===== config.mk =====
export PLATFORM = sky130hd
export DESIGN_NAME = byte_stream_lookup2_hash_flat
export DESIGN_NICKNAME = d
export VERILOG_FILES = /design/src/rtl/bslh_pkg.sv /design/src/rtl/bslh_if.sv /design/src/rtl/bslh_front.sv /design/src/rtl/bslh_queue.sv /design/src/rtl/bslh_back.sv /design/src/rtl/byte_stream_lookup2_hash.sv /design/src/flat_wrapper.sv
export SDC_FILE = /design/constraint.sdc
export NUM_CORES = 2
export LEC_CHECK = 0
export BUFFER_PORTS_ARGS = -buffer_cell sky130_fd_sc_hd__buf_2
export CORE_MARGIN = 2
export CORE_UTILIZATION = 25
export CTS_BUF_LIST = sky130_fd_sc_hd__clkbuf_8
export CTS_CLUSTER_DIAMETER = 150
export CTS_CLUSTER_SIZE = 24
export DETAILED_ROUTE_END_ITERATION = 7
export PLACE_DENSITY = 0.42
export RECOVER_POWER = 100
export REMOVE_ABC_BUFFERS = 1
export SLEW_MARGIN = 20
export SYNTH_ARGS = -nofsm -noshare
export SYNTH_HDL_FRONTEND = slang
export SYNTH_SLANG_ARGS = --single-unit

===== constraint.sdc =====
create_clock -name i_clk -period 13.3 [get_ports i_clk]
set_input_delay 2.66 -clock i_clk [delete_from_list [all_inputs] [get_ports i_clk]]
set_output_delay 2.66 -clock i_clk [all_outputs]
set_load 0.1 [all_outputs]

===== src/rtl/bslh_pkg.sv =====
`timescale 1ns / 1ps
// ----------------------------------------------------------------------------
// bslh_pkg: shared types and constants of the lookup2 byte hash
// Holds the job passed from the byte collector to the mixing engine, the
// queue status and the fixed constants of the scheme.
// ----------------------------------------------------------------------------
package bslh_pkg;

    // Start value of words a and b.
    localparam logic [31:0] GOLDEN_RATIO   = 32'h9e37_79b9;
    // Position of the twelfth byte of a block.
    localparam logic [3:0]  BLOCK_LAST_POS = 4'd11;
    // Byte group codes, taken from position bits [3:2].
    localparam logic [1:0]  GRP_A          = 2'd0;
    localparam logic [1:0]  GRP_B          = 2'd1;
    localparam logic [1:0]  GRP_C          = 2'd2;

    // One unit of work for the mixing engine: deltas to add, then one or two mixes.
    typedef struct packed {
        logic        first;     // start of a key: words restart from golden ratio and seed
        logic [31:0] seed;      // seed value sampled at the start of the key
        logic [31:0] da;        // addend for word a
        logic [31:0] db;        // addend for word b
        logic [31:0] dc;        // addend for word c
        logic        two_mix;   // key ends on a block boundary: second mix follows
        logic [31:0] add2;      // addend for word c before the second mix
        logic        emit;      // word c is a result once mixing is done
    } t_job;

    // Status of the job queue.
    typedef struct packed {
        logic full;
        logic empty;
    } t_q_stat;

endpackage


===== src/rtl/bslh_if.sv =====
`timescale 1ns / 1ps
// ----------------------------------------------------------------------------
// bslh_if: stream channels of the lookup2 byte hash
// Valid/ready channels for key bytes going in and hash words coming out.
// A word moves at a rising edge with valid and ready both high.
// ----------------------------------------------------------------------------
interface bslh_in_if;
    logic       valid;
    logic       ready;
    logic [7:0] data_byte;
    logic       last_byte;
    logic       empty_key;

    modport source (output valid, output data_byte, output last_byte, output empty_key,
                    input ready);
    modport sink   (input valid, input data_byte, input last_byte, input empty_key,
                    output ready);
endinterface

interface bslh_out_if;
    logic        valid;
    logic        ready;
    logic [31:0] hash_value;

    modport source (output valid, output hash_value, input ready);
    modport sink   (input valid, input hash_value, output ready);
endinterface


===== src/rtl/bslh_front.sv =====
`timescale 1ns / 1ps
// ----------------------------------------------------------------------------
// bslh_front: byte collector
// Takes one key byte per cycle while the job queue has room, packs the bytes
// of the current 12-byte block into word addends and hands a job to the queue
// at every block end, key end or empty key.
// ----------------------------------------------------------------------------
module bslh_front import bslh_pkg::*; (
    input  logic        i_clk,
    input  logic        i_rst_n,
    bslh_in_if.sink     i_byte,
    input  logic [31:0] i_seed,
    input  t_q_stat     i_q_stat,
    output logic        o_push,
    output t_job        o_job
);

    logic [3:0]  r_pos,    n_pos;
    logic [31:0] r_len,    n_len;
    logic [31:0] r_da,     n_da;
    logic [31:0] r_db,     n_db;
    logic [23:0] r_chold,  n_chold;
    logic        r_busy,   n_busy;
    logic        r_first,  n_first;
    logic [31:0] r_seed_k, n_seed_k;

    logic        w_acc;
    logic [31:0] w_sh;
    logic [31:0] w_da_new;
    logic [31:0] w_db_new;
    logic [23:0] w_ch_new;
    logic [31:0] w_len_new;
    logic        w_block_done;
    logic        w_first;
    logic [31:0] w_seed_now;

    // A word is taken whenever the queue has room.
    assign i_byte.ready = !i_q_stat.full;
    assign w_acc        = i_byte.valid && i_byte.ready;

    // Place the byte in its lane; lane is the same for all three groups.
    assign w_sh = {24'd0, i_byte.data_byte} << {r_pos[1:0], 3'b000};

    assign w_da_new = r_da | ((r_pos[3:2] == GRP_A) ? w_sh : 32'd0);
    assign w_db_new = r_db | ((r_pos[3:2] == GRP_B) ? w_sh : 32'd0);
    assign w_ch_new = r_chold |
                      (((r_pos[3:2] == GRP_C) && (r_pos != BLOCK_LAST_POS)) ?
                       w_sh[23:0] : 24'd0);

    assign w_len_new    = r_len + 32'd1;
    assign w_block_done = (r_pos == BLOCK_LAST_POS);
    assign w_first      = !r_busy || r_first;
    assign w_seed_now   = r_busy ? r_seed_k : i_seed;

    // Job build and collector state update.
    always_comb begin
        n_pos    = r_pos;
        n_len    = r_len;
        n_da     = r_da;
        n_db     = r_db;
        n_chold  = r_chold;
        n_busy   = r_busy;
        n_first  = r_first;
        n_seed_k = r_seed_k;
        o_push   = 1'b0;

        o_job.first   = w_first;
        o_job.seed    = w_seed_now;
        o_job.da      = w_da_new;
        o_job.db      = w_db_new;
        o_job.dc      = w_block_done ? {i_byte.data_byte, r_chold}
                                     : ({w_ch_new, 8'd0} + w_len_new);
        o_job.two_mix = w_block_done && i_byte.last_byte;
        o_job.add2    = w_len_new;
        o_job.emit    = i_byte.last_byte;

        if (i_byte.empty_key) begin
            // Empty key: hash of nothing with the current seed.
            o_job.first   = 1'b1;
            o_job.seed    = i_seed;
            o_job.da      = 32'd0;
            o_job.db      = 32'd0;
            o_job.dc      = 32'd0;
            o_job.two_mix = 1'b0;
            o_job.add2    = 32'd0;
            o_job.emit    = 1'b1;
        end

        if (w_acc) begin
            if (i_byte.empty_key || i_byte.last_byte) begin
                // Key finished or dropped: back to idle start values.
                o_push   = 1'b1;
                n_pos    = 4'd0;
                n_len    = 32'd0;
                n_da     = 32'd0;
                n_db     = 32'd0;
                n_chold  = 24'd0;
                n_busy   = 1'b0;
                n_first  = 1'b0;
            end else if (w_block_done) begin
                o_push   = 1'b1;
                n_pos    = 4'd0;
                n_len    = w_len_new;
                n_da     = 32'd0;
                n_db     = 32'd0;
                n_chold  = 24'd0;
                n_busy   = 1'b1;
                n_first  = 1'b0;
                n_seed_k = w_seed_now;
            end else begin
                n_pos    = r_pos + 4'd1;
                n_len    = w_len_new;
                n_da     = w_da_new;
                n_db     = w_db_new;
                n_chold  = w_ch_new;
                n_busy   = 1'b1;
                n_first  = w_first;
                n_seed_k = w_seed_now;
            end
        end
    end

    // State registers.
    always_ff @(posedge i_clk) begin
        if (!i_rst_n) begin
            r_pos   <= 4'd0;
            r_len   <= 32'd0;
            r_da    <= 32'd0;
            r_db    <= 32'd0;
            r_chold <= 24'd0;
            r_busy  <= 1'b0;
            r_first <= 1'b0;
        end else begin
            r_pos   <= n_pos;
            r_len   <= n_len;
            r_da    <= n_da;
            r_db    <= n_db;
            r_chold <= n_chold;
            r_busy  <= n_busy;
            r_first <= n_first;
        end
        r_seed_k <= n_seed_k;
    end

endmodule


===== src/rtl/bslh_queue.sv =====
`timescale 1ns / 1ps
// ----------------------------------------------------------------------------
// bslh_queue: job queue
// Small first-in first-out buffer that lets the byte collector run ahead of
// the mixing engine.
// ----------------------------------------------------------------------------
module bslh_queue import bslh_pkg::*; #(
    parameter int DEPTH = 4
) (
    input  logic    i_clk,
    input  logic    i_rst_n,
    input  logic    i_push,
    input  t_job    i_job,
    input  logic    i_pop,
    output t_job    o_head,
    output t_q_stat o_stat
);

    localparam int PW = (DEPTH > 1) ? $clog2(DEPTH) : 1;
    localparam int CW = $clog2(DEPTH + 1);

    t_job          r_store [DEPTH];
    logic [PW-1:0] r_wr;
    logic [PW-1:0] r_rd;
    logic [CW-1:0] r_cnt;

    assign o_head       = r_store[r_rd];
    assign o_stat.full  = (r_cnt == CW'(DEPTH));
    assign o_stat.empty = (r_cnt == '0);

    // Entry storage.
    always_ff @(posedge i_clk) begin
        if (i_push) begin
            r_store[r_wr] <= i_job;
        end
    end

    // Pointers and fill count.
    always_ff @(posedge i_clk) begin
        if (!i_rst_n) begin
            r_wr  <= '0;
            r_rd  <= '0;
            r_cnt <= '0;
        end else begin
            if (i_push) begin
                r_wr <= (r_wr == PW'(DEPTH - 1)) ? '0 : r_wr + PW'(1);
            end
            if (i_pop) begin
                r_rd <= (r_rd == PW'(DEPTH - 1)) ? '0 : r_rd + PW'(1);
            end
            case ({i_push, i_pop})
                2'b10:   r_cnt <= r_cnt + CW'(1);
                2'b01:   r_cnt <= r_cnt - CW'(1);
                default: r_cnt <= r_cnt;
            endcase
        end
    end

endmodule


===== src/rtl/bslh_back.sv =====
`timescale 1ns / 1ps
// ----------------------------------------------------------------------------
// bslh_back: mixing engine
// Adds each job's addends into words a, b and c, runs the lookup2 mix one
// line per cycle and places the final word c in the output register.
// ----------------------------------------------------------------------------
module bslh_back import bslh_pkg::*; (
    input  logic      i_clk,
    input  logic      i_rst_n,
    input  t_job      i_head,
    input  t_q_stat   i_q_stat,
    output logic      o_pop,
    bslh_out_if.source o_hash
);

    typedef enum logic [1:0] {
        S_LOAD,
        S_MIX,
        S_ADD,
        S_EMIT
    } t_state;

    localparam logic [3:0] MIX_LAST_STEP = 4'd8;

    t_state      r_state, n_state;
    logic [3:0]  r_step,  n_step;
    logic [31:0] r_a,     n_a;
    logic [31:0] r_b,     n_b;
    logic [31:0] r_c,     n_c;
    logic        r_two,   n_two;
    logic        r_emit,  n_emit;
    logic [31:0] r_add2,  n_add2;
    logic        r_ovalid, n_ovalid;
    logic [31:0] r_hash,  n_hash;

    logic [31:0] w_a;
    logic [31:0] w_b;
    logic [31:0] w_c;

    assign o_pop             = (r_state == S_LOAD) && !i_q_stat.empty;
    assign o_hash.valid      = r_ovalid;
    assign o_hash.hash_value = r_hash;

    // One line of the mix per step; the nine lines rotate through a, b and c.
    always_comb begin
        w_a = r_a;
        w_b = r_b;
        w_c = r_c;
        unique case (r_step)
            4'd0:    w_a = (r_a - r_b - r_c) ^ (r_c >> 13);
            4'd1:    w_b = (r_b - r_c - r_a) ^ (r_a << 8);
            4'd2:    w_c = (r_c - r_a - r_b) ^ (r_b >> 13);
            4'd3:    w_a = (r_a - r_b - r_c) ^ (r_c >> 12);
            4'd4:    w_b = (r_b - r_c - r_a) ^ (r_a << 16);
            4'd5:    w_c = (r_c - r_a - r_b) ^ (r_b >> 5);
            4'd6:    w_a = (r_a - r_b - r_c) ^ (r_c >> 3);
            4'd7:    w_b = (r_b - r_c - r_a) ^ (r_a << 10);
            4'd8:    w_c = (r_c - r_a - r_b) ^ (r_b >> 15);
            default: w_a = r_a;
        endcase
    end

    // Sequencer: load, mix, optionally add length and mix again, emit if last.
    always_comb begin
        n_state  = r_state;
        n_step   = r_step;
        n_a      = r_a;
        n_b      = r_b;
        n_c      = r_c;
        n_two    = r_two;
        n_emit   = r_emit;
        n_add2   = r_add2;
        n_ovalid = r_ovalid;
        n_hash   = r_hash;

        if (r_ovalid && o_hash.ready) begin
            n_ovalid = 1'b0;
        end

        unique case (r_state)
            S_LOAD: begin
                if (!i_q_stat.empty) begin
                    n_a     = (i_head.first ? GOLDEN_RATIO : r_a) + i_head.da;
                    n_b     = (i_head.first ? GOLDEN_RATIO : r_b) + i_head.db;
                    n_c     = (i_head.first ? i_head.seed  : r_c) + i_head.dc;
                    n_two   = i_head.two_mix;
                    n_emit  = i_head.emit;
                    n_add2  = i_head.add2;
                    n_step  = 4'd0;
                    n_state = S_MIX;
                end
            end
            S_MIX: begin
                n_a    = w_a;
                n_b    = w_b;
                n_c    = w_c;
                n_step = r_step + 4'd1;
                if (r_step == MIX_LAST_STEP) begin
                    n_step = 4'd0;
                    if (r_two) begin
                        n_state = S_ADD;
                    end else if (r_emit) begin
                        n_state = S_EMIT;
                    end else begin
                        n_state = S_LOAD;
                    end
                end
            end
            S_ADD: begin
                n_c     = r_c + r_add2;
                n_two   = 1'b0;
                n_state = S_MIX;
            end
            S_EMIT: begin
                if (!r_ovalid || o_hash.ready) begin
                    n_ovalid = 1'b1;
                    n_hash   = r_c;
                    n_state  = S_LOAD;
                end
            end
            default: n_state = S_LOAD;
        endcase
    end

    // State and output registers.
    always_ff @(posedge i_clk) begin
        if (!i_rst_n) begin
            r_state  <= S_LOAD;
            r_step   <= 4'd0;
            r_ovalid <= 1'b0;
        end else begin
            r_state  <= n_state;
            r_step   <= n_step;
            r_ovalid <= n_ovalid;
        end
        r_a    <= n_a;
        r_b    <= n_b;
        r_c    <= n_c;
        r_two  <= n_two;
        r_emit <= n_emit;
        r_add2 <= n_add2;
        r_hash <= n_hash;
    end

endmodule


===== src/rtl/byte_stream_lookup2_hash.sv =====
`timescale 1ns / 1ps
// ----------------------------------------------------------------------------
// byte_stream_lookup2_hash: lookup2 hash of a byte-streamed key
// Top level: seed register, byte collector, job queue and mixing engine.
// ----------------------------------------------------------------------------
// Key bytes arrive one word per cycle on i_byte and the 32-bit hash of each
// key leaves on o_hash. The collector takes a byte in every cycle that the
// job queue (QUEUE_DEPTH jobs) has room, and hands on a job at each 12-byte
// block end or key end. The mixing engine runs the mix one line per cycle,
// emits the hash after a final job, and for a key ending on a block boundary
// first adds the length and mixes again. Long keys stream at one byte per
// cycle while the queue has room; short keys are bounded by the engine, which
// takes a job only when done with the last, the queue absorbing bursts. The
// seed written on the configuration port is taken at the first byte of a key.
// ----------------------------------------------------------------------------
module byte_stream_lookup2_hash import bslh_pkg::*; #(
    parameter int QUEUE_DEPTH = 4
) (
    input  logic        i_clk,
    input  logic        i_rst_n,
    input  logic        i_cfg_we,
    input  logic [31:0] i_cfg_wdata,
    bslh_in_if.sink     i_byte,
    bslh_out_if.source  o_hash
);

    logic [31:0] r_seed;
    logic        w_push;
    t_job        w_job;
    logic        w_pop;
    t_job        w_head;
    t_q_stat     w_q_stat;

    // Seed register.
    always_ff @(posedge i_clk) begin
        if (!i_rst_n) begin
            r_seed <= 32'd0;
        end else if (i_cfg_we) begin
            r_seed <= i_cfg_wdata;
        end
    end

    bslh_front u_front (
        .i_clk    (i_clk),
        .i_rst_n  (i_rst_n),
        .i_byte   (i_byte),
        .i_seed   (r_seed),
        .i_q_stat (w_q_stat),
        .o_push   (w_push),
        .o_job    (w_job)
    );

    bslh_queue #(
        .DEPTH (QUEUE_DEPTH)
    ) u_queue (
        .i_clk   (i_clk),
        .i_rst_n (i_rst_n),
        .i_push  (w_push),
        .i_job   (w_job),
        .i_pop   (w_pop),
        .o_head  (w_head),
        .o_stat  (w_q_stat)
    );

    bslh_back u_back (
        .i_clk    (i_clk),
        .i_rst_n  (i_rst_n),
        .i_head   (w_head),
        .i_q_stat (w_q_stat),
        .o_pop    (w_pop),
        .o_hash   (o_hash)
    );

    // A word that ends or drops a key must hand its job on in the same cycle.
    a_key_end_pushes: assert property (@(posedge i_clk) disable iff (!i_rst_n)
        (i_byte.valid && i_byte.ready && (i_byte.last_byte || i_byte.empty_key))
        |-> w_push)
        else $error("key end accepted without a job");

    // The collector never writes into a full queue.
    a_no_overflow: assert property (@(posedge i_clk) disable iff (!i_rst_n)
        w_push |-> !w_q_stat.full)
        else $error("job queue overflow");

    // The engine never takes a job from an empty queue.
    a_no_underflow: assert property (@(posedge i_clk) disable iff (!i_rst_n)
        w_pop |-> !w_q_stat.empty)
        else $error("job queue underflow");

endmodule

===== src/flat_wrapper.sv =====
// flat-port wrapper written by rule: the top's interface ports become plain ports
module byte_stream_lookup2_hash_flat import bslh_pkg::*;
#(
    parameter int QUEUE_DEPTH = 4
)
  (i_clk, i_rst_n, i_cfg_we, i_cfg_wdata, i_byte_valid, i_byte_data_byte, i_byte_last_byte, i_byte_empty_key, i_byte_ready, o_hash_valid, o_hash_hash_value, o_hash_ready);
  bslh_in_if i_byte_i ();
  bslh_out_if o_hash_i ();
  input  logic i_clk;
  input  logic i_rst_n;
  input  logic i_cfg_we;
  input  logic [31:0] i_cfg_wdata;
  input wire logic [$bits(i_byte_i.valid)-1:0] i_byte_valid;
  input wire logic [$bits(i_byte_i.data_byte)-1:0] i_byte_data_byte;
  input wire logic [$bits(i_byte_i.last_byte)-1:0] i_byte_last_byte;
  input wire logic [$bits(i_byte_i.empty_key)-1:0] i_byte_empty_key;
  output wire logic [$bits(i_byte_i.ready)-1:0] i_byte_ready;
  output wire logic [$bits(o_hash_i.valid)-1:0] o_hash_valid;
  output wire logic [$bits(o_hash_i.hash_value)-1:0] o_hash_hash_value;
  input wire logic [$bits(o_hash_i.ready)-1:0] o_hash_ready;
  assign i_byte_i.valid = i_byte_valid;
  assign i_byte_i.data_byte = i_byte_data_byte;
  assign i_byte_i.last_byte = i_byte_last_byte;
  assign i_byte_i.empty_key = i_byte_empty_key;
  assign i_byte_ready = i_byte_i.ready;
  assign o_hash_valid = o_hash_i.valid;
  assign o_hash_hash_value = o_hash_i.hash_value;
  assign o_hash_i.ready = o_hash_ready;
  byte_stream_lookup2_hash #(.QUEUE_DEPTH(QUEUE_DEPTH)) u_core (.i_clk(i_clk), .i_rst_n(i_rst_n), .i_cfg_we(i_cfg_we), .i_cfg_wdata(i_cfg_wdata), .i_byte(i_byte_i), .o_hash(o_hash_i));
endmodule

# ---- After elaboration in Yosys (flattened, before gate mapping)
# Memory sizes are Yosys's and may differ from the RTL's. A register that Yosys moved wholly into a read port is not among the register bits.
# Cells that the tools add are included.
dict set report classes {
  n_mul 0
  n_addsub 18
  n_lt_le_gt_ge 0
  n_eq_ne 26
  n_bitwise 14
  n_div 0
  shift 1
  muxes 54
  n_reduce_logical 29
}
# operator count
set ops {}
lappend ops {{2-to-1 mux 32 bit} 15}
lappend ops {{case mux 32 bit (3 select lines)} 4}
lappend ops {{subtractor 32 bit} 6}
lappend ops {{2-to-1 mux 163 bit} 1}
lappend ops {{adder 32 bit} 5}
lappend ops {{case mux 32 bit (2 select lines)} 2}
lappend ops {{bitwise XOR 32 bit} 3}
lappend ops {{2-to-1 mux 24 bit} 3}
lappend ops {{OR 32 bit} 2}
lappend ops {{bitwise XOR 32 x 19 -> 32 bit} 2}
lappend ops {{adder 32 x 1 -> 32 bit (second input constant)} 1}
lappend ops {{left shift 8 x 5 -> 32 bit} 1}
lappend ops {{bitwise XOR 32 x 17 -> 32 bit} 1}
lappend ops {{bitwise XOR 32 x 20 -> 32 bit} 1}
lappend ops {{bitwise XOR 32 x 27 -> 32 bit} 1}
lappend ops {{bitwise XOR 32 x 29 -> 32 bit} 1}
lappend ops {{OR 24 bit} 1}
lappend ops {{2-to-1 mux 2 bit} 9}
lappend ops {{== test 4 x 3 -> 1 bit (second input constant)} 4}
lappend ops {{2-to-1 mux 4 bit} 4}
lappend ops {{== test 2 bit (second input constant)} 6}
lappend ops {{2-to-1 mux 1 bit} 12}
lappend ops {{AND reduction 3 bit} 4}
lappend ops {{AND reduction 2 bit} 5}
lappend ops {{other kinds (26)} 48}
dict set report word_totals {
  rom_bits 0
  reg_bits 366
  memories 1
  output_inout_bits 34
  inputBits 47
  latch_bits 0
  ram_bits 652
  wordCells 165
}
# name words word_bits read_ports rd_ports_with_merged_regs wr line_no
set mem_list {}
lappend mem_list {u_core.u_queue.r_store 4 163 1 1 1 bslh_queue.sv:22} ;# t_job r_store [DEPTH];

# ---- Logic depth before layout (Yosys ltp)
dict set report logic_depth {
  depth_word 7
  ltp_mapped 20
}

# ---- Cells and area by module
# From an unflattened synthesis, not the netlist that was laid out.
dict set report hier_totals {
  hier_cells 4772
  hier_area_um2 57221.1
}
# mod cells_per_inst area_each_um2 seq_area_each_um2 n_inst
set by_module_without_submodules {}
lappend by_module_without_submodules {bslh_queue 898 23946.7 19759.0 1}
lappend by_module_without_submodules {bslh_back 2600 22561.6 5004.8 1}
lappend by_module_without_submodules {bslh_front 1171 9469.1 3483.3 1}
lappend by_module_without_submodules {byte_stream_lookup2_hash 103 1243.7 640.6 1}

# ---- Worst setup path after synthesis
# No wires, ideal clock.
dict set report synth_path {
  path_kind {input -> register}
  from {input port i_byte_empty_key}
  to {memory u_core.u_queue.r_store[0][0] (netlist name) (enable)}
  path_slack_ns 5.807
  stages 4
  arrival_ns 6.950
  path_cell_list {nor2_1 > clkbuf_1 > a21oi_1 > and2_1}
}
dict set report synth_between {
  elab_chain_len 5
}
# element line_no
set synth_rtl {}
lappend synth_rtl {{start, declared} flat_wrapper.sv:16} ;# input wire logic [$bits(i_byte_i.empty_key)-1:0] i_byte_empty_key;
lappend synth_rtl {{logical OR 1 bit} bslh_front.sv:90} ;# if (i_byte.empty_key || i_byte.last_byte) begin
lappend synth_rtl {{2-to-1 mux 1 bit} bslh_front.sv:90}
lappend synth_rtl {{2-to-1 mux 1 bit} bslh_front.sv:89} ;# if (w_acc) begin
lappend synth_rtl {{2-to-1 mux 1 bit} bslh_queue.sv:33} ;# if (i_push) begin
lappend synth_rtl {{2-to-1 mux 1 bit (implied by the code)} bslh_queue.sv:34} ;# r_store[r_wr] <= i_job;
lappend synth_rtl {{end, declared} bslh_queue.sv:22}
# No other way between the ends.

==> reports/qor.txt <==
CTS sink cnt - 1,020
# placed instances - 7,712
Gr usage total - 17.22%
RSZ-0062 raised after global routing - false
Initial Util - 25.09%
WL per Instance - 26.17 um
Fraction of registers with async set/reset - 0%
TritonCTS clock tree - built
Row count - 175
Top_reg_cell synth - edfxtp_1
Port bufs - 80
CP Class - reg2reg
Layout cells sized above 1 - 8.898%
Clock latency on the worst-skew pair - 0.87 ns
Post-layout nets - 5,164
Final Hold Viols - 0
Worst path cell trace - clkbuf_1, mux4_2, ha_1, inv_1, fa_1, nand2b_1, a21o_1, a211o_1, a31oi_1, a41oi_1, o31a_1, o21ai_0, xnor2_1, a2bb2oi_1, o21ai_0
Die X - 481.2 um
Footprint of the multi-input gates - 26,540 um^2
H-tree Lvls - 2
CP arrival - 9.38 ns
Vias in the first global route - 37,830
Required @ worst endpoint - 13.91 ns
Vias - 38,820
Synth top area share - 44.63%
R2R setup slack - 4.53 ns
Clk buf depth - 3
Min-Delay Path Class - reg2reg
GPL Wtd Cong - 0.9188
Final Max Slew Viols - 1,314
CP endpoint kind - flop
Startpoint types - flop
Synth-to-Final Area Change - 8.382%
Die area - 231,500 um^2
Setup Buffers After CTS - 0
ANT nets after route - 0
Failing checks - max-capacitance violations, max-slew violations
Antenna violations before repair - 13
Seq cells post-synth - 1,020
CTS clock-pin slew for the worst setup and hold paths - 0.18 ns
Crit path time final - 8.773 ns
First-pass GRT wire length - 288,700 um
WL final - 204,400 um
Post-Layout Cell Count - 7,812
Post-route DRC - 0
Sequential fraction of the synthesis area - 50.75%
Ys Warns - 0
Synth Instances - 4,771
Number of distinct library cells after synthesis - 100
CP peak stage delay - 2.40 ns
Number of vias per cell - 4.969
Total iterations of the first detailed-routing run - 7
Status - complete, but fails checks
Commonest cells after routing, fill and taps aside - edfxtp_1 (846), a21oi_1 (409), nor2_1 (380)
CTS root buf - clkbuf_8
TNS Setup - 0 ns
Worst slew pin tran - 4.152 ns
Post-CTS sizing - 0
Avg Cell Area, Syn - 11.93 um^2
Headroom to the max-slew limit - -176.8%
Reg area - 28,890 um^2
Post-synth EDFFs - 846
Cell area after synthesis - 56,920 um^2
Total CTS buffers - 51
Drt initial violations - 3,400
Filler cell count - 23,720
Fmax - 0.1140 GHz
DIE HEIGHT - 481.2 um
Pin count of the biggest net entering global routing - 97
CP dominant cell by count - o21ai_0
Worst clock skew - 0.1047 ns
GR Overflow Total - 0
Core outline area - 226,800 um^2
Crit share post-route - 65.96%
Yosys top cell by area - edfxtp_1
CP max-delay cell - clkbuf_1
I/O Pins - 81
Max cap viols - 34
HPWL reported at the end of detailed placement - 151,600 um
Cts hold-fix bufs - 0
Crit-path max FO - 35
Most common cell after layout, fill and taps aside - edfxtp_1
Endpoints failing setup - 0
Ranking of synthesized cells by area - edfxtp_1 (45%), mux4_2 (6.4%), dfxtp_1 (6.1%)
-- sequential cells by signal, indices dropped and copies added (netlist names), 24 cells and up, named ones only --
register / count
u_core.u_back.o_hash.hash_value: 32
u_core.u_back.r_b: 32
u_core.r_seed: 32
u_core.u_front.r_db: 32
u_core.u_front.r_da: 32
u_core.u_front.r_seed_k: 32
u_core.u_back.r_c: 32
u_core.u_back.r_a: 32
u_core.u_queue.r_store: 652
u_core.u_back.r_add2: 32
u_core.u_front.r_len: 32
u_core.u_front.r_chold: 24
-- through the flow --
stage	util, %	setup WS (ns)	hold WS (ns)	cell area, um^2
floorplan	-	1.829	0.4322	56050
global placement	26.88	6.834	0.4426	60970
detailed placement	26.88	6.827	0.4542	60970
CTS	27.31	6.841	0.4892	61960
global route	27.19	3.328	0.5054	61690
finish	27.20	4.527	0.4851	61690
-- cells by family (layout without fill, tap and decap cells) --
group | after synthesis | count (layout) | synth area share [%]
AO/OA/AOI/OAI | 1185 | 1185 | 13.36
AND/OR/NAND/NOR | 1133 | 1133 | 9.377
flip-flops | 1020 | 1020 | 50.75
buffers and inverters | 412 | 440 | 2.734
XOR/XNOR | 383 | 383 | 5.933
adder cells (fa/ha/maj) | 361 | 361 | 9.241
multiplexers | 277 | 277 | 8.606
other | 0 | 4 | 0
-- critical path, delay by kind of cell, from the launching register on --
| kind | cells | cell delay [ns] |
|---|---|---|
| flops | 1 | 2.01 |
| buf+inv | 2 | 2.47 |
| mux | 1 | 0.70 |
| simple gates | 1 | 0.18 |
| xor+xnor | 1 | 0.17 |
| compound gates | 8 | 2.27 |
| fa+ha+maj | 2 | 0.68 |
-- synth_stat cells (27+ instances only) --
| cell type | number |
|---|---|
| and2_1 | 54 |
| a22oi_1 | 33 |
| a21oi_1 | 410 |
| mux4_2 | 163 |
| nand2_1 | 296 |
| buf_1 | 33 |
| clkbuf_1 | 189 |
| nand3_1 | 64 |
| o21ai_0 | 201 |
| nor2b_1 | 90 |
| xnor2_1 | 290 |
| nand2b_1 | 30 |
| fa_1 | 99 |
| dfxtp_1 | 174 |
| ha_1 | 262 |
| xor2_1 | 90 |
| inv_1 | 178 |
| mux2i_1 | 45 |
| a21o_1 | 139 |
| o22ai_1 | 42 |
| a31oi_1 | 49 |
| mux2_2 | 68 |
| and3_1 | 36 |
| edfxtp_1 | 846 |
| nor3_1 | 50 |
| o21a_1 | 37 |
| nor2_1 | 382 |
| or2_2 | 45 |
| a211oi_1 | 27 |
-- final cells by class --
cell class              instances  share of cell area (%)
flip-flops and latches       1020                   46.83
multi-input cells            3339                   43.02
diodes                          4                 0.01623
repair buffers                162                   1.322
inverters                     182                   1.107
clock inverters                44                  0.4401
well taps                    3009                   6.103
clock buffers                  52                   1.160
-- path summary, 6_finish.rpt --
check                                      startpoint  depth (start not counted)                             endpoint
setup reg to reg                                 flop                         15      u_core.u_back.r_c[28]$_DFFE_PP_
hold / removal    u_core.u_front.r_db[6]$_SDFFE_PN0P_                          2  u_core.u_front.r_db[6]$_SDFFE_PN0P_
setup / recovery                                 flop                         15      u_core.u_back.r_c[28]$_DFFE_PP_
hold reg to reg   u_core.u_front.r_db[6]$_SDFFE_PN0P_                          2  u_core.u_front.r_db[6]$_SDFFE_PN0P_
-- metal layers --
| metal | global-route usage, % | part of all wire (%) | up-vias |
|---|---|---|---|
| li1 | - | - | 17630 |
| met1 | 24.71 | 47 | 19990 |
| met2 | 27.88 | 46 | 988 |
| met3 | 1.692 | 4.3 | 201 |
| met4 | 3.937 | 2.5 | 6 |
| met5 | 0 | 0.023 | - |
Power is left out: the tool's default activity adds up to more than one toggle a clock period on the data nets, which glitch-free logic cannot reach.
